**config.mk**
```make
export PLATFORM = sky130hd
export DESIGN_NAME = ubx_nmea_stream_splitter_core_flat
export DESIGN_NICKNAME = d
export VERILOG_FILES = /design/src/hdl/unss_pkg.sv /design/src/hdl/unss_ifs.sv /design/src/hdl/unss_deframer.sv /design/src/hdl/unss_line.sv /design/src/hdl/ubx_nmea_stream_splitter_core.sv /design/src/flat_wrapper.sv
export VERILOG_INCLUDE_DIRS = /design/src /design/src/hdl
export SDC_FILE = /design/constraint.sdc
export NUM_CORES = 1
export LEC_CHECK = 0
export ABC_AREA = 1
export BUFFER_PORTS_ARGS = -buffer_cell sky130_fd_sc_hd__buf_2
export CAP_MARGIN = 20
export CELL_PAD_IN_SITES_DETAIL_PLACEMENT = 1
export CELL_PAD_IN_SITES_GLOBAL_PLACEMENT = 1
export CORE_MARGIN = 2
export CORE_UTILIZATION = 47
export DETAILED_ROUTE_END_ITERATION = 7
export PLACE_DENSITY = 0.87
export SYNTH_ARGS = -nofsm -noshare
export SYNTH_HDL_FRONTEND = slang
export SYNTH_SLANG_ARGS = --single-unit
```
**constraint.sdc**
```tcl
create_clock -name clk -period 8.3 [get_ports clk]
set_input_delay 1.66 -clock clk [delete_from_list [all_inputs] [get_ports clk]]
set_output_delay 1.66 -clock clk [all_outputs]
set_load 0.05 [all_outputs]
```
**src/hdl/assert_macros.svh**
```systemverilog
// Concurrent assertion helpers, clocked on clk and held off during reset.
`ifndef ASSERT_MACROS_SVH
`define ASSERT_MACROS_SVH

// Same-cycle implication.
`define UNSS_ASSERT_IMP(label, ante, cons) \
  label: assert property (@(posedge clk) disable iff (!rst_n) (ante) |-> (cons)) \
    else $error("unss assertion failed");

// Next-cycle implication.
`define UNSS_ASSERT_NXT(label, ante, cons) \
  label: assert property (@(posedge clk) disable iff (!rst_n) (ante) |=> (cons)) \
    else $error("unss assertion failed");

`endif

```
**src/hdl/unss_pkg.sv**
```systemverilog
`default_nettype none

package unss_pkg;

  localparam int PAYLOAD_MAX = 256;
  localparam int LINE_MAX    = 160;
  localparam int LINE_MIN    = 7;

  localparam int POS_W  = $clog2(PAYLOAD_MAX);
  localparam int LCNT_W = $clog2(LINE_MAX);

  typedef logic [7:0]  octet_t;
  typedef logic [15:0] len_t;

  localparam octet_t SYNC_1    = 8'hB5;
  localparam octet_t SYNC_2    = 8'h62;
  localparam octet_t CH_CR     = 8'h0D;
  localparam octet_t CH_LF     = 8'h0A;
  localparam octet_t CH_DOLLAR = 8'h24;

  typedef enum logic [2:0] {
    FEV_NONE    = 3'd0,
    FEV_OK      = 3'd1,
    FEV_TOO_BIG = 3'd2,
    FEV_CHK_A   = 3'd3,
    FEV_CHK_B   = 3'd4
  } fev_t;

  typedef enum logic [2:0] {
    LEV_NONE     = 3'd0,
    LEV_STORED   = 3'd1,
    LEV_ACCEPTED = 3'd2,
    LEV_OVERFLOW = 3'd3,
    LEV_REJECTED = 3'd4
  } lev_t;

  typedef struct packed {
    fev_t   event_code;
    octet_t cls;
    octet_t ident;
    len_t   length;
    logic   pvalid;
    octet_t pidx;
  } frm_res_t;

  typedef struct packed {
    lev_t   event_code;
    octet_t lidx;
    octet_t llen;
  } line_res_t;

endpackage

`default_nettype wire

```
**src/hdl/unss_ifs.sv**
```systemverilog
`default_nettype none

interface unss_in_if;
  logic              valid;
  logic              ready;
  unss_pkg::octet_t  rx_byte;

  modport source (output valid, output rx_byte, input ready);
  modport sink   (input valid, input rx_byte, output ready);
endinterface

interface unss_out_if;
  logic              valid;
  logic              ready;
  unss_pkg::octet_t  data_byte;
  logic [2:0]        frame_event;
  unss_pkg::octet_t  frame_class;
  unss_pkg::octet_t  frame_ident;
  unss_pkg::len_t    frame_length;
  logic              payload_valid;
  unss_pkg::octet_t  payload_index;
  logic [2:0]        line_event;
  unss_pkg::octet_t  line_index;
  unss_pkg::octet_t  line_length;

  modport source (output valid, output data_byte, output frame_event, output frame_class,
                  output frame_ident, output frame_length, output payload_valid,
                  output payload_index, output line_event, output line_index,
                  output line_length, input ready);
  modport sink   (input valid, input data_byte, input frame_event, input frame_class,
                  input frame_ident, input frame_length, input payload_valid,
                  input payload_index, input line_event, input line_index,
                  input line_length, output ready);
endinterface

`default_nettype wire

```
**src/hdl/unss_deframer.sv**
```systemverilog
`default_nettype none

module unss_deframer (
  input  wire logic               clk,
  input  wire logic               rst_n,
  input  wire logic               en,
  input  wire unss_pkg::octet_t   rx,
  output unss_pkg::frm_res_t      res
);
  import unss_pkg::*;

  typedef enum logic [8:0] {
    PH_SYNC1   = 9'b000000001,
    PH_SYNC2   = 9'b000000010,
    PH_CLASS   = 9'b000000100,
    PH_IDENT   = 9'b000001000,
    PH_LEN_LO  = 9'b000010000,
    PH_LEN_HI  = 9'b000100000,
    PH_PAYLOAD = 9'b001000000,
    PH_CHECK_A = 9'b010000000,
    PH_CHECK_B = 9'b100000000
  } phase_t;

  phase_t          ph_r, ph_nxt;
  octet_t          cls_r, cls_nxt;
  octet_t          ident_r, ident_nxt;
  len_t            len_r, len_nxt;
  logic [POS_W-1:0] pos_r, pos_nxt;
  octet_t          sa_r, sa_nxt;
  octet_t          sb_r, sb_nxt;

  octet_t          add_a, add_b;
  len_t            len_full;
  logic [POS_W:0]  pos_inc;

  assign add_a    = sa_r + rx;
  assign add_b    = sb_r + add_a;
  assign len_full = {rx, len_r[7:0]};
  assign pos_inc  = {1'b0, pos_r} + (POS_W+1)'(1);

  always_comb begin
    ph_nxt         = ph_r;
    cls_nxt        = cls_r;
    ident_nxt      = ident_r;
    len_nxt        = len_r;
    pos_nxt        = pos_r;
    sa_nxt         = sa_r;
    sb_nxt         = sb_r;
    res.event_code = FEV_NONE;
    res.pvalid     = 1'b0;
    res.pidx       = '0;
    unique case (ph_r)
      PH_SYNC1: begin
        if (rx == SYNC_1) ph_nxt = PH_SYNC2;
      end
      PH_SYNC2: begin
        if (rx == SYNC_2) begin
          ph_nxt = PH_CLASS;
          sa_nxt = '0;
          sb_nxt = '0;
        end else begin
          ph_nxt = PH_SYNC1;
        end
      end
      PH_CLASS: begin
        cls_nxt = rx;
        sa_nxt  = add_a;
        sb_nxt  = add_b;
        ph_nxt  = PH_IDENT;
      end
      PH_IDENT: begin
        ident_nxt = rx;
        sa_nxt    = add_a;
        sb_nxt    = add_b;
        ph_nxt    = PH_LEN_LO;
      end
      PH_LEN_LO: begin
        len_nxt = {8'h00, rx};
        sa_nxt  = add_a;
        sb_nxt  = add_b;
        ph_nxt  = PH_LEN_HI;
      end
      PH_LEN_HI: begin
        len_nxt = len_full;
        sa_nxt  = add_a;
        sb_nxt  = add_b;
        if (len_full >= len_t'(PAYLOAD_MAX)) begin
          res.event_code = FEV_TOO_BIG;
          ph_nxt         = PH_SYNC1;
        end else begin
          pos_nxt = '0;
          ph_nxt  = (len_full == '0) ? PH_CHECK_A : PH_PAYLOAD;
        end
      end
      PH_PAYLOAD: begin
        res.pvalid = 1'b1;
        res.pidx   = 8'(pos_r);
        sa_nxt     = add_a;
        sb_nxt     = add_b;
        pos_nxt    = pos_inc[POS_W-1:0];
        if (16'(pos_inc) >= len_r) ph_nxt = PH_CHECK_A;
      end
      PH_CHECK_A: begin
        if (rx == sa_r) begin
          ph_nxt = PH_CHECK_B;
        end else begin
          res.event_code = FEV_CHK_A;
          ph_nxt         = PH_SYNC1;
        end
      end
      PH_CHECK_B: begin
        res.event_code = (rx == sb_r) ? FEV_OK : FEV_CHK_B;
        ph_nxt         = PH_SYNC1;
      end
      default: ph_nxt = PH_SYNC1;
    endcase
    res.cls    = cls_nxt;
    res.ident  = ident_nxt;
    res.length = len_nxt;
  end

  always_ff @(posedge clk) begin
    if (!rst_n) begin
      ph_r    <= PH_SYNC1;
      cls_r   <= '0;
      ident_r <= '0;
      len_r   <= '0;
      pos_r   <= '0;
      sa_r    <= '0;
      sb_r    <= '0;
    end else if (en) begin
      ph_r    <= ph_nxt;
      cls_r   <= cls_nxt;
      ident_r <= ident_nxt;
      len_r   <= len_nxt;
      pos_r   <= pos_nxt;
      sa_r    <= sa_nxt;
      sb_r    <= sb_nxt;
    end
  end

endmodule

`default_nettype wire

```
**src/hdl/unss_line.sv**
```systemverilog
`default_nettype none

module unss_line (
  input  wire logic               clk,
  input  wire logic               rst_n,
  input  wire logic               en,
  input  wire unss_pkg::octet_t   rx,
  output unss_pkg::line_res_t     res
);
  import unss_pkg::*;

  logic [LCNT_W-1:0] cnt_r, cnt_nxt;
  logic              dollar_r, dollar_nxt;

  always_comb begin
    cnt_nxt        = cnt_r;
    dollar_nxt     = dollar_r;
    res.event_code = LEV_NONE;
    res.lidx       = '0;
    res.llen       = '0;
    if (rx == CH_CR) begin
      // carriage return: line untouched
    end else if (rx == CH_LF) begin
      if (cnt_r >= LCNT_W'(LINE_MIN) && dollar_r) begin
        res.event_code = LEV_ACCEPTED;
        res.llen       = 8'(cnt_r);
      end else begin
        res.event_code = LEV_REJECTED;
      end
      cnt_nxt    = '0;
      dollar_nxt = 1'b0;
    end else if (cnt_r < LCNT_W'(LINE_MAX - 1)) begin
      if (cnt_r == '0) dollar_nxt = (rx == CH_DOLLAR);
      res.event_code = LEV_STORED;
      res.lidx       = 8'(cnt_r);
      cnt_nxt        = cnt_r + LCNT_W'(1);
    end else begin
      res.event_code = LEV_OVERFLOW;
      cnt_nxt        = '0;
      dollar_nxt     = 1'b0;
    end
  end

  always_ff @(posedge clk) begin
    if (!rst_n) begin
      cnt_r    <= '0;
      dollar_r <= 1'b0;
    end else if (en) begin
      cnt_r    <= cnt_nxt;
      dollar_r <= dollar_nxt;
    end
  end

endmodule

`default_nettype wire

```
**src/hdl/ubx_nmea_stream_splitter_core.sv**
```systemverilog
// The result beat is registered and appears in the cycle after its input byte is accepted.
// Throughput: one beat per cycle; a new byte is taken whenever the result
// register is empty or is being drained in the same cycle.
// Reset (rst_n low, synchronous): deframer back to hunting for sync, sums,
// frame fields and line count cleared, result register emptied.
`default_nettype none

`include "assert_macros.svh"

module ubx_nmea_stream_splitter_core (
  input wire logic   clk,
  input wire logic   rst_n,
  unss_in_if.sink    in_bus,
  unss_out_if.source out_bus
);
  import unss_pkg::*;

  logic      accept;
  frm_res_t  frm;
  line_res_t lin;

  logic      ov_r;
  octet_t    data_r;
  frm_res_t  frm_r;
  line_res_t lin_r;

  assign in_bus.ready = !ov_r || out_bus.ready;
  assign accept       = in_bus.valid && in_bus.ready;

  unss_deframer u_deframer (
    .clk   (clk),
    .rst_n (rst_n),
    .en    (accept),
    .rx    (in_bus.rx_byte),
    .res   (frm)
  );

  unss_line u_line (
    .clk   (clk),
    .rst_n (rst_n),
    .en    (accept),
    .rx    (in_bus.rx_byte),
    .res   (lin)
  );

  always_ff @(posedge clk) begin
    if (!rst_n) begin
      ov_r <= 1'b0;
    end else if (accept) begin
      ov_r <= 1'b1;
    end else if (out_bus.ready) begin
      ov_r <= 1'b0;
    end
  end

  always_ff @(posedge clk) begin
    if (accept) begin
      data_r <= in_bus.rx_byte;
      frm_r  <= frm;
      lin_r  <= lin;
    end
  end

  assign out_bus.valid         = ov_r;
  assign out_bus.data_byte     = data_r;
  assign out_bus.frame_event   = frm_r.event_code;
  assign out_bus.frame_class   = frm_r.cls;
  assign out_bus.frame_ident   = frm_r.ident;
  assign out_bus.frame_length  = frm_r.length;
  assign out_bus.payload_valid = frm_r.pvalid;
  assign out_bus.payload_index = frm_r.pidx;
  assign out_bus.line_event    = lin_r.event_code;
  assign out_bus.line_index    = lin_r.lidx;
  assign out_bus.line_length   = lin_r.llen;

  `UNSS_ASSERT_IMP(a_pay_no_fev, ov_r && frm_r.pvalid, frm_r.event_code == FEV_NONE)
  `UNSS_ASSERT_IMP(a_acc_len, ov_r && lin_r.event_code == LEV_ACCEPTED, lin_r.llen >= 8'(LINE_MIN))
  `UNSS_ASSERT_IMP(a_stall_hold, ov_r && !out_bus.ready, !in_bus.ready)
  `UNSS_ASSERT_NXT(a_accept_fills, accept, ov_r)

endmodule

`default_nettype wire

```
**src/flat_wrapper.sv**
```systemverilog
// flat-port wrapper written by rule: the top's interface ports become plain ports
module ubx_nmea_stream_splitter_core_flat import unss_pkg::*;
  (clk, rst_n, in_bus_valid, in_bus_rx_byte, in_bus_ready, out_bus_valid, out_bus_data_byte, out_bus_frame_event, out_bus_frame_class, out_bus_frame_ident, out_bus_frame_length, out_bus_payload_valid, out_bus_payload_index, out_bus_line_event, out_bus_line_index, out_bus_line_length, out_bus_ready);
  unss_in_if in_bus_i ();
  unss_out_if out_bus_i ();
  input wire logic clk;
  input wire logic rst_n;
  input wire logic [$bits(in_bus_i.valid)-1:0] in_bus_valid;
  input wire logic [$bits(in_bus_i.rx_byte)-1:0] in_bus_rx_byte;
  output wire logic [$bits(in_bus_i.ready)-1:0] in_bus_ready;
  output wire logic [$bits(out_bus_i.valid)-1:0] out_bus_valid;
  output wire logic [$bits(out_bus_i.data_byte)-1:0] out_bus_data_byte;
  output wire logic [$bits(out_bus_i.frame_event)-1:0] out_bus_frame_event;
  output wire logic [$bits(out_bus_i.frame_class)-1:0] out_bus_frame_class;
  output wire logic [$bits(out_bus_i.frame_ident)-1:0] out_bus_frame_ident;
  output wire logic [$bits(out_bus_i.frame_length)-1:0] out_bus_frame_length;
  output wire logic [$bits(out_bus_i.payload_valid)-1:0] out_bus_payload_valid;
  output wire logic [$bits(out_bus_i.payload_index)-1:0] out_bus_payload_index;
  output wire logic [$bits(out_bus_i.line_event)-1:0] out_bus_line_event;
  output wire logic [$bits(out_bus_i.line_index)-1:0] out_bus_line_index;
  output wire logic [$bits(out_bus_i.line_length)-1:0] out_bus_line_length;
  input wire logic [$bits(out_bus_i.ready)-1:0] out_bus_ready;
  assign in_bus_i.valid = in_bus_valid;
  assign in_bus_i.rx_byte = in_bus_rx_byte;
  assign in_bus_ready = in_bus_i.ready;
  assign out_bus_valid = out_bus_i.valid;
  assign out_bus_data_byte = out_bus_i.data_byte;
  assign out_bus_frame_event = out_bus_i.frame_event;
  assign out_bus_frame_class = out_bus_i.frame_class;
  assign out_bus_frame_ident = out_bus_i.frame_ident;
  assign out_bus_frame_length = out_bus_i.frame_length;
  assign out_bus_payload_valid = out_bus_i.payload_valid;
  assign out_bus_payload_index = out_bus_i.payload_index;
  assign out_bus_line_event = out_bus_i.line_event;
  assign out_bus_line_index = out_bus_i.line_index;
  assign out_bus_line_length = out_bus_i.line_length;
  assign out_bus_i.ready = out_bus_ready;
  ubx_nmea_stream_splitter_core u_core (.clk(clk), .rst_n(rst_n), .in_bus(in_bus_i), .out_bus(out_bus_i));
endmodule
```
### Word level (Yosys, flattened, before mapping)

Cells that the tools add are included.

| word-level totals | value |
|---|---|
| input bits | 12 |
| register bits | 146 |

| cells by class | value |
|---|---|
| $add $sub $neg | 4 |
| equal/unequal tests | 21 |
| bitwise operators | 4 |
| order comparisons | 4 |
| muxes and demuxes | 30 |
| reduce and logical (&&, ||, !) cells | 17 |

Operators with widths:

| cell | count |
|---|---|
| 9-bit one-hot mux with 8 select lines | 1 |
| 8-bit two-way mux | 8 |
| 8-bit one-hot mux with 2 select lines | 3 |
| 9-bit two-way mux | 4 |
| 16-bit one-hot mux with 2 select lines | 1 |
| 8-bit adder | 2 |
| 8-bit by 4-bit == test with 1-bit output, second input constant | 2 |
| 8-bit == test | 2 |
| 16-bit by 9-bit >= comparator with 1-bit output, second input constant | 1 |
| 9-bit by 16-bit >= comparator with 1-bit output | 1 |
| 16-bit zero test | 1 |
| 3-bit two-way mux | 4 |
| 3-bit AND reduction | 4 |
| 8-bit by 1-bit adder with 9-bit output, second input constant | 1 |
| 9-bit by 1-bit == test with 1-bit output, second input constant | 1 |
| 9-bit by 2-bit == test with 1-bit output, second input constant | 1 |
| 9-bit by 3-bit == test with 1-bit output, second input constant | 1 |
| 9-bit by 4-bit == test with 1-bit output, second input constant | 1 |
| 9-bit by 5-bit == test with 1-bit output, second input constant | 1 |
| 9-bit by 6-bit == test with 1-bit output, second input constant | 1 |
| 9-bit by 7-bit == test with 1-bit output, second input constant | 1 |
| 9-bit by 8-bit == test with 1-bit output, second input constant | 1 |
| 9-bit == test, second input constant | 1 |
| 3-bit one-hot mux with 3 select lines | 1 |
| other kinds (19) | 35 |

### Logic depth before layout (Yosys ltp)

Gate-level depths: netlist of run 1.

| depth | value |
|---|---|
| depth after elaboration | 4 |
| mapped depth | 21 |
| depth with buffers taken out | 20 |

### By module

Synthesis of run 1 repeated with hierarchy kept, for this count alone.

| second synthesis, totals | value |
|---|---|
| cell total of the unflattened synthesis | 876 |
| area, all modules | 7,394.6 µm² |

By module, submodules not included:

| module | instances | cells an instance | area an instance (µm²) | sequential area each (µm²) |
|---|---|---|---|---|
| unss_deframer | 1 | 675 | 4,456.8 | 1,301.2 |
| ubx_nmea_stream_splitter_core | 1 | 78 | 2,183.3 | 2,152.1 |
| unss_line | 1 | 123 | 754.5 | 180.2 |

### Worst setup path after synthesis of run 1

OpenSTA, ideal clock, no wires.

| path | value |
|---|---|
| path kind | input port to flip-flop |
| from | input port out_bus_ready |
| to | register u_core.data_r[0], in the netlist u_core.out_bus.data_byte[0], enable pin |
| path slack | 4.386 ns |
| stages | 6 |
| arrival time | 3.514 ns |
| library setup time | 0.400 ns |
| data required time | 7.900 ns |
| path through | inv_1 nand2_1 nand2_1 inv_1 buf_2 buf_2 |

| between the ends | value |
|---|---|
| longest elaborated chain between the ends | 2 |

RTL lines:

| what | line | RTL |
|---|---|---|
| from (decl) | flat_wrapper.sv:22 | `input wire logic [$bits(out_bus_i.ready)-1:0] out_bus_ready;` |
| 1-bit logical OR | ubx_nmea_stream_splitter_core.sv:27 | `assign in_bus.ready = !ov_r \|\| out_bus.ready;` |
| via in_bus_ready | flat_wrapper.sv:10 | `output wire logic [$bits(in_bus_i.ready)-1:0] in_bus_ready;` |
| 1-bit logical AND | ubx_nmea_stream_splitter_core.sv:28 | `assign accept = in_bus.valid && in_bus.ready;` |
| via u_core.accept | ubx_nmea_stream_splitter_core.sv:18 | `logic accept;` |
| to (signal assigned) | ubx_nmea_stream_splitter_core.sv:58 | `data_r <= in_bus.rx_byte;` |
| to (decl) | ubx_nmea_stream_splitter_core.sv:23 | `octet_t data_r;` |

The timed path passes the listed nets, and every way through them passes these cells.
A chain may end at the register's enable or synchronous reset.

### Worst setup path in the final report of run 1

| path | value |
|---|---|
| from | input port out_bus_ready |
| to | register u_core.u_line.cnt_r[6] |

| between the ends | value |
|---|---|
| longest elaborated chain between the ends | 3 |

RTL lines:

| what | line | RTL |
|---|---|---|
| 1-bit logical OR | ubx_nmea_stream_splitter_core.sv:27 |  |
| 1-bit logical AND | ubx_nmea_stream_splitter_core.sv:28 |  |
| 2-bit AND reduction (no line) | n/a |  |
| to (signal assigned) | unss_line.sv:49 | `cnt_r <= cnt_nxt;` |
| to (decl) | unss_line.sv:12 | `logic [LCNT_W-1:0] cnt_r, cnt_nxt;` |

No other way between the ends.

==> results of run 1 <==
## synth_stat cells, drive strengths merged, types with 2 or more instances
master and number:
nand3 39, nor3b 2, a21oi 49, or2 7, a211oi 2, nand4 14
xor2 14, fa 2, a22oi 2, buf 8, o21bai 2, xnor2 3
ha 26, dfxtp 75, o22ai 8, o21ai 70, nand2 164, nor2 127
and2 2, clkbuf 14, inv 124, nor3 14, edfxtp 71
## logic make-up (layout without fill, tap and decap cells)
family                     count (synthesis)  count (layout)  share of synthesized area, %
and+or+nand+nor                          372             372                          23.6
DFF                                      146             146                          50.5
buffers and inverters                    146             243                          8.09
AOI/OAI and AO/OA                        138             138                          10.7
adders and majority gates                 28              28                          5.08
xor gates and xnor gates                  17              17                          2.07
## how the worst min path moves through the flow
| stage | start | endpoint | slack [ns] |
|---|---|---|---|
| floorplan | u_core.u_deframer.sa_r[0] | u_core.u_deframer.sa_r[0] | 0.45 |
| global placement | u_core.u_deframer.sa_r[6] | u_core.u_deframer.sa_r[6] | 0.46 |
| detailed placement | u_core.u_deframer.sa_r[3] | u_core.u_deframer.sa_r[3] | 0.46 |
| CTS | u_core.u_deframer.sa_r[3] | u_core.u_deframer.sa_r[3] | 0.47 |
| global route | u_core.u_deframer.sa_r[3] | u_core.u_deframer.sa_r[3] | 0.49 |
| finish | u_core.u_deframer.sa_r[4] | u_core.u_deframer.sa_r[4] | 0.47 |
## worst reg2reg max path: cells and delay by family, from the launching register on
family,cells,cell delay [ns]
AND/OR/NAND/NOR,13,2.01
buffers and inverters,3,0.40
flip-flops,1,0.37
adder cells (fa/ha/maj),1,0.30
XOR/XNOR,1,0.27
## metal layers
metal / wire [um] / GRT usage, % / part of all wire [%]
met1: 8720 / 31.6 / 43
met2: 10200 / 44.7 / 51
met3: 790 / 4.72 / 3.9
met4: 486 / 10.1 / 2.4
met5: 0 / 0 / 0
## where the power goes
group	switching, mW	total (mW)	internal [mW]	leakage, nW
registers	0.0355	0.849	0.814	1.33
clock network	0.309	0.874	0.564	0.318
logic	0.293	0.394	0.102	2.30
total	0.638	2.12	1.48	3.94
## layout by cell type (no fill, tap or decap), types with 6 or more instances in the layout
| cell type | Yosys | routed |
|---|---|---|
| a21oi_2 | 10 | 10 |
| nor2_1 | 119 | 119 |
| dfxtp_1 | 75 | 75 |
| xor2_1 | 14 | 14 |
| buf_2 | 5 | 84 |
| nand2_2 | 14 | 14 |
| edfxtp_1 | 71 | 71 |
| o21ai_0 | 69 | 69 |
| bufinv_16 | 0 | 6 |
| nand3_1 | 36 | 36 |
| o22ai_1 | 8 | 8 |
| clkbuf_16 | 0 | 17 |
| nand2_1 | 149 | 149 |
| nor3_1 | 12 | 12 |
| ha_1 | 26 | 26 |
| inv_1 | 119 | 118 |
| or2_2 | 7 | 7 |
| nand4_1 | 13 | 13 |
| a21oi_1 | 39 | 39 |
## registers in the layout, indices dropped and copies added, names as in the netlist
register                      cells
u_core.out_bus.line_length        8
u_core.u_deframer.ident_r         8
u_core.out_bus.valid              1
u_core.out_bus.frame_event        3
u_core.out_bus.frame_ident        8
u_core.out_bus.data_byte          8
u_core.u_deframer.cls_r           8
u_core.u_line.cnt_r               8
u_core.out_bus.line_event         3
u_core.u_deframer.pos_r           8
u_core.out_bus.line_index         8
u_core.u_deframer.sa_r            8
u_core.out_bus.frame_length      16
u_core.u_deframer.ph_r            9
u_core.u_line.dollar_r            1
u_core.u_deframer.len_r          16
u_core.out_bus.frame_class        8
u_core.u_deframer.sb_r            8
u_core.out_bus.payload_index      8
u_core.out_bus.payload_valid      1
## cell type report
cell class | instances | area share (%)
timing repair buffer | 87 | 5.26
sequential | 146 | 43.2
inverter | 124 | 5.54
clock inverter | 13 | 2.75
clock buffer | 19 | 5.14
multi-input combinational | 555 | 35.3
tap | 188 | 2.79
## through the flow
step	setup WS, ns	util, %	area, sq um	std cells
finish	4.17	55.8	8420	1132
global route	3.92	55.8	8420	1132
CTS	4.16	55.8	8420	1132
detailed placement	3.76	51.4	7750	1100
global placement	3.90	51.4	7750	1100
floorplan	4.39	-	7190	847
==> results.ini, run 1 <==
[global_route]
grt_pass1_wl_um=32500
grt-ovfl-total=0
antenna_found_initial=1
grt_use_total_pct=25.7
grt_max_degree=66
grt_pass1_vias=6457

[synthesis]
postSynthCellCount=847
syn_area_sq_um=7190
synth-seq-area-share_pct=50.5
ys_async_sr_fraction_pct=0
ys_ff_latch=146
synth_edf_count=71
yosysTopAreaCell=edfxtp_1
syn-num-nets=887
ys.warnings.count=0
synth_area_leaders=edfxtp_1 30%, dfxtp_1 21%, nand2_1 7.8%, inv_1 6.2%, nor2_1 6.2%
post_synth_num_cell_types=46
avgSynthCellArea_sq_um=8.49
synth_top_area_share_pct=29.7
ys.flop_type=dfxtp_1

[die]
die_w_um=128
die_h_um=128
rows=45
ios=85
die-area_sq_um=16300
core_sq_um=15100
start_util_pct=47.6

[timing]
maxSlewViolCount=0
final-setup-viol-count=0
fin_crit_sh_pct=49.8
clock.fmax_mhz=242
final.setup.tns_ns=0
hold_viol_final=0
relSlewSlack_pct=48.7
period_needed_ns=4.13
tightest_slew_ns=0.769
whs_ns=0.471
fin_skew_ns=0.00460
rsz0062_at_grt=no

[routing]
first_pass_iters=5
drt-wirelength-per-cell_um=17.8
drt-total-wl_um=20200
num_vias=6039
antenna_left=0
drc=0
drt_iter0_markers=421
avgViaCountPerCell=5.33

[cts]
cts_setup_buffers=0
ctsHoldBuffers=0
ctsResizeCount=0
cts_tree=yes
numCtsBuffers=17
ctsLongestPathBuffers=2
clkTransAtPathRegs_ns=0.06
cts_num_sinks=146
h-tree-depth=4
clock_latency_ns=0.43
root_buffer=clkbuf_16

[critical_path]
reg2reg_depth=18
rr_startpoint=u_core.u_deframer.pos_r[0]
worstSetupEndpointType=register
critPathMostFrequentCell=nand2_1
cp_cell_sequence=buf_2 > inv_1 > nand2_1 > nand2_1 > buf_4 > clkinv_2 > buf_4 > nand2_1 > nor3_1 > nand2_1 > nand2_1 > nor3b_1
critPathTopFamily=buffers and inverters
arrival_ns=4.45
cpMaxStageDelayCell=buf_4
critPathMaxStageDelay_ns=0.71
cp-endpoint=u_core.u_line.cnt_r[6]
critical_path_cell_count=12
cp-startpoint=out_bus_ready
crit_path_max_fanout=65
cp_num_buf_inv=5
start_kind=input port
worst-r2r-setup-slack_ns=4.84
worstReg2RegEnd=u_core.u_deframer.ph_r[8]
cp.required_ns=8.62
path_class=input port to register

[final_layout]
diodes=0
drive_above_1_share_pct=18.1
fill_cells=1819
nNetsFinal=971
area_delta_synth_final_pct=17.1
seqCellArea_sq_um=3630
multiInputGateArea_sq_um=2970

[run_status]
status=complete, no violations

[pwr]
power_leakage_nw=3.94
pwr_density_cell_nw_per_um2=252
ir_worst_vdd_uv=156
p_total_mw=2.12

[placement]
gp_congestion=0.835
dpl.hpwl_um=13400
place.port_buffers=84

[worst_hold_path]
worstHoldPathType=register to register
hold_depth=2

[flow_run]
max_cap_viol_count=0

Power figures use the tool's default switching activity.
==> inputs of run 2 (changes only) <==
--- a/config.mk
+++ b/config.mk
@@ -12,9 +12,9 @@
 export CELL_PAD_IN_SITES_DETAIL_PLACEMENT = 1
 export CELL_PAD_IN_SITES_GLOBAL_PLACEMENT = 1
 export CORE_MARGIN = 2
-export CORE_UTILIZATION = 47
+export CORE_UTILIZATION = 44
 export DETAILED_ROUTE_END_ITERATION = 7
-export PLACE_DENSITY = 0.87
+export PLACE_DENSITY = 0.83
 export SYNTH_ARGS = -nofsm -noshare
 export SYNTH_HDL_FRONTEND = slang
 export SYNTH_SLANG_ARGS = --single-unit
==> constraint.sdc (replaced) <==
create_clock -name clk -period 3.9 [get_ports clk]
set_input_delay 0.78 -clock clk [delete_from_list [all_inputs] [get_ports clk]]
set_output_delay 0.78 -clock clk [all_outputs]
set_load 0.05 [all_outputs]
==> run 2 against run 1 <==
Net effect:
- register-to-register slack got worse by 4.0 ns
- clock skew is 0.0015 ns higher
- cell count rose by 2.6%
- setup slack got worse by 3.3 ns
- power rose by 110%
==> results.ini, run 2 (same netlist as run 1, synthesis figures left out) <==
[cts]
cts_tree=yes  ; unchanged
ctsResizeCount=0  ; unchanged
clkTransAtPathRegs_ns=0.06  ; about the same
ctsHoldBuffers=0  ; unchanged
numCtsBuffers=17  ; unchanged
h-tree-depth=4  ; unchanged
clock_latency_ns=0.43  ; about the same
cts_num_sinks=146  ; unchanged
cts_setup_buffers=0  ; unchanged
root_buffer=clkbuf_16  ; unchanged
ctsLongestPathBuffers=2  ; unchanged

[global_route]
grt-ovfl-total=0  ; unchanged
antenna_found_initial=0  ; was 1
grt_max_degree=59  ; was 66
grt_pass1_wl_um=31400  ; was 32500 um
grt_use_total_pct=22.7  ; was 25.7%
grt_pass1_vias=6167  ; was 6457

[timing]
rsz0062_at_grt=no  ; unchanged
period_needed_ns=3.05
final-setup-viol-count=0  ; unchanged
fin_skew_ns=0.00614  ; was 0.00460 ns
hold_viol_final=0  ; unchanged
fin_crit_sh_pct=78.2
final.setup.tns_ns=0  ; unchanged
relSlewSlack_pct=33.0  ; was 48.7%
clock.fmax_mhz=328
whs_ns=0.469  ; was 0.471 ns
maxSlewViolCount=0  ; unchanged
tightest_slew_ns=1.00  ; was 0.769 ns

[routing]
avgViaCountPerCell=5.20  ; was 5.33
antenna_left=0  ; unchanged
drt_iter0_markers=399  ; was 421
drt-total-wl_um=19300  ; was 20200 um
first_pass_iters=4  ; was 5
num_vias=6032  ; was 6039
drt-wirelength-per-cell_um=16.7  ; was 17.8 um
drc=0  ; unchanged

[die]
die-area_sq_um=17400  ; was 16300 sq um
rows=46  ; was 45
die_w_um=132  ; was 128 um
core_sq_um=15900  ; was 15100 sq um
ios=85  ; unchanged
start_util_pct=45.1  ; was 47.6%
die_h_um=132  ; was 128 um

[final_layout]
finalInstanceArea_sq_um=8410  ; was 8420 sq um
layout.cells.most_common_list=149 x nand2_1, 119 x nor2_1, 118 x inv_1  ; unchanged
area_delta_synth_final_pct=17.0  ; was 17.1%
final_common_cell=nand2_1  ; unchanged
diodes=0  ; unchanged
drive_above_1_share_pct=18.1  ; about the same
nNetsFinal=972  ; was 971

[critical_path]
critPathTopFamily=simple AND/OR/NAND/NOR gates  ; was buffers and inverters
cp_cell_sequence=inv_1 > nor3_1 > nand3_1 > nor3_1 > xor2_1 > ha_1 > nand2_1 > nor2_1 > and2_1 > nor2_1 > nand3_1 > nand2_1 > nand2_1 > nand2_1 > inv_1 > nand2_1 > nand3_1  ; was buf_2 > inv_1 > nand2_1 > nand2_1 > buf_4 > clkinv_2 > buf_4 > nand2_1 > nor3_1 > nand2_1 > nand2_1 > nor3b_1
worst-r2r-setup-slack_ns=0.85  ; was 4.84 ns
arrival_ns=3.35  ; was 4.45 ns
critPathMaxStageDelay_ns=0.36  ; was 0.71 ns
path_class=register to register  ; was input port to register
cp.required_ns=4.20  ; was 8.62 ns
cp_num_buf_inv=2  ; was 5
rr_startpoint=u_core.u_deframer.pos_r[0]  ; unchanged
worstSetupEndpointType=register  ; unchanged
crit_path_max_fanout=7  ; was 65
reg2reg_depth=17  ; was 18
start_kind=register  ; was input port
worstReg2RegEnd=u_core.u_deframer.ph_r[0]  ; was u_core.u_deframer.ph_r[8]
cpMaxStageDelayCell=dfxtp_1  ; was buf_4
critPathMostFrequentCell=nand2_1  ; unchanged

[pwr]
pwr_density_cell_nw_per_um2=520  ; was 252 nW/um^2
power_leakage_nw=3.92  ; was 3.94 nW
ir_worst_vdd_uv=363  ; was 156 uV

[placement]
gp_congestion=0.868  ; was 0.835
dpl.hpwl_um=13300  ; was 13400 um
place.port_buffers=84  ; unchanged
place_area_sq_um=7790  ; was 7750 sq um

[flow_run]
max_cap_viol_count=0  ; unchanged

[run_status]
status=complete, no violations  ; unchanged

[worst_hold_path]
hold_depth=2  ; unchanged
min_from=u_core.u_deframer.sa_r[4]  ; unchanged
hold_end=u_core.u_deframer.sa_r[4]  ; unchanged
worstHoldPathType=register to register  ; unchanged

[run 2: changes by cell type in the layout (fill, tap and decap cells not counted), sizes merged]
| cell | previous run | this run |
|---|---|---|
| buf | 87 | 88 |
| clkbuf | 19 | 20 |
| clkinv | 4 | 3 |
| bufinv | 6 | 4 |
| inv | 125 | 126 |
| clkinvlp | 2 | 3 |
[run 2: worst max path at each step]
stage / from / endpoint / slack (ns) / cells after the start
2_1_floorplan: out_bus_ready / u_core.out_bus.data_byte[0] / 0.87 / 6
3_3_place_gp: in_bus_rx_byte[2] / u_core.u_deframer.sb_r[6] / 0.67 / 15
3_5_place_dp: in_bus_rx_byte[2] / u_core.u_deframer.sb_r[6] / 0.55 / 15
4_1_cts: u_core.u_deframer.pos_r[0] / u_core.u_deframer.ph_r[2] / 0.82 / 18
5_1_grt: u_core.u_deframer.pos_r[0] / u_core.u_deframer.ph_r[1] / 0.49 / 17
6_report: u_core.u_deframer.pos_r[0] / u_core.u_deframer.ph_r[0] / 0.85 / 17
[run 2: metrics by stage]
stage	setup slack, ns	power (mW)	util (%)	std cells
floorplan	0.866	2.47	-	847
finish	0.851	4.38	52.8	1161
global placement	0.669	2.64	48.9	1129
global route	0.488	4.54	52.8	1161
detailed placement	0.550	2.67	48.9	1129
CTS	0.816	4.40	52.8	1161
[run 2: metal layers]
layer / GRT usage, % / vias to the layer above / routed length (um)
met1: 28.3 / 2941 / 8680
met4: 7.37 / 0 / 333
met3: 3.77 / 27 / 554
met5: 0 / - / 0
li1: - / 2945 / -
met2: 40.1 / 119 / 9790
[run 2: area by class of cell]
class	instances	area [sq um]
Clock buffer	20	437
Inverter	124	467
Timing Repair Buffer	88	450
Clock inverter	12	179
Multi-Input combinational cell	555	2970
Fill cell	1917	7530
Sequential cell	146	3630
Tap cell	216	270
[run 2: worst register-to-register path: stages, from the launching register on]
cell     delay [ns]
dfxtp_1        0.36
inv_1          0.11
nor3_1         0.33
nand3_1        0.18
nor3_1         0.22
xor2_1         0.24
ha_1           0.28
nand2_1        0.09
nor2_1         0.06
and2_1         0.14
nor2_1         0.08
nand3_1        0.13
nand2_1        0.10
nand2_1        0.05
nand2_1        0.18
inv_1          0.17
nand2_1        0.11
nand3_1        0.07
[run 2: power breakdown]
group | leakage [nW] | internal [mW] | switching [mW]
Clock | 0.291 | 1.07 | 0.654
Sequential | 1.33 | 1.73 | 0.0731
Combinational | 2.30 | 0.221 | 0.623
Total | 3.92 | 3.03 | 1.35
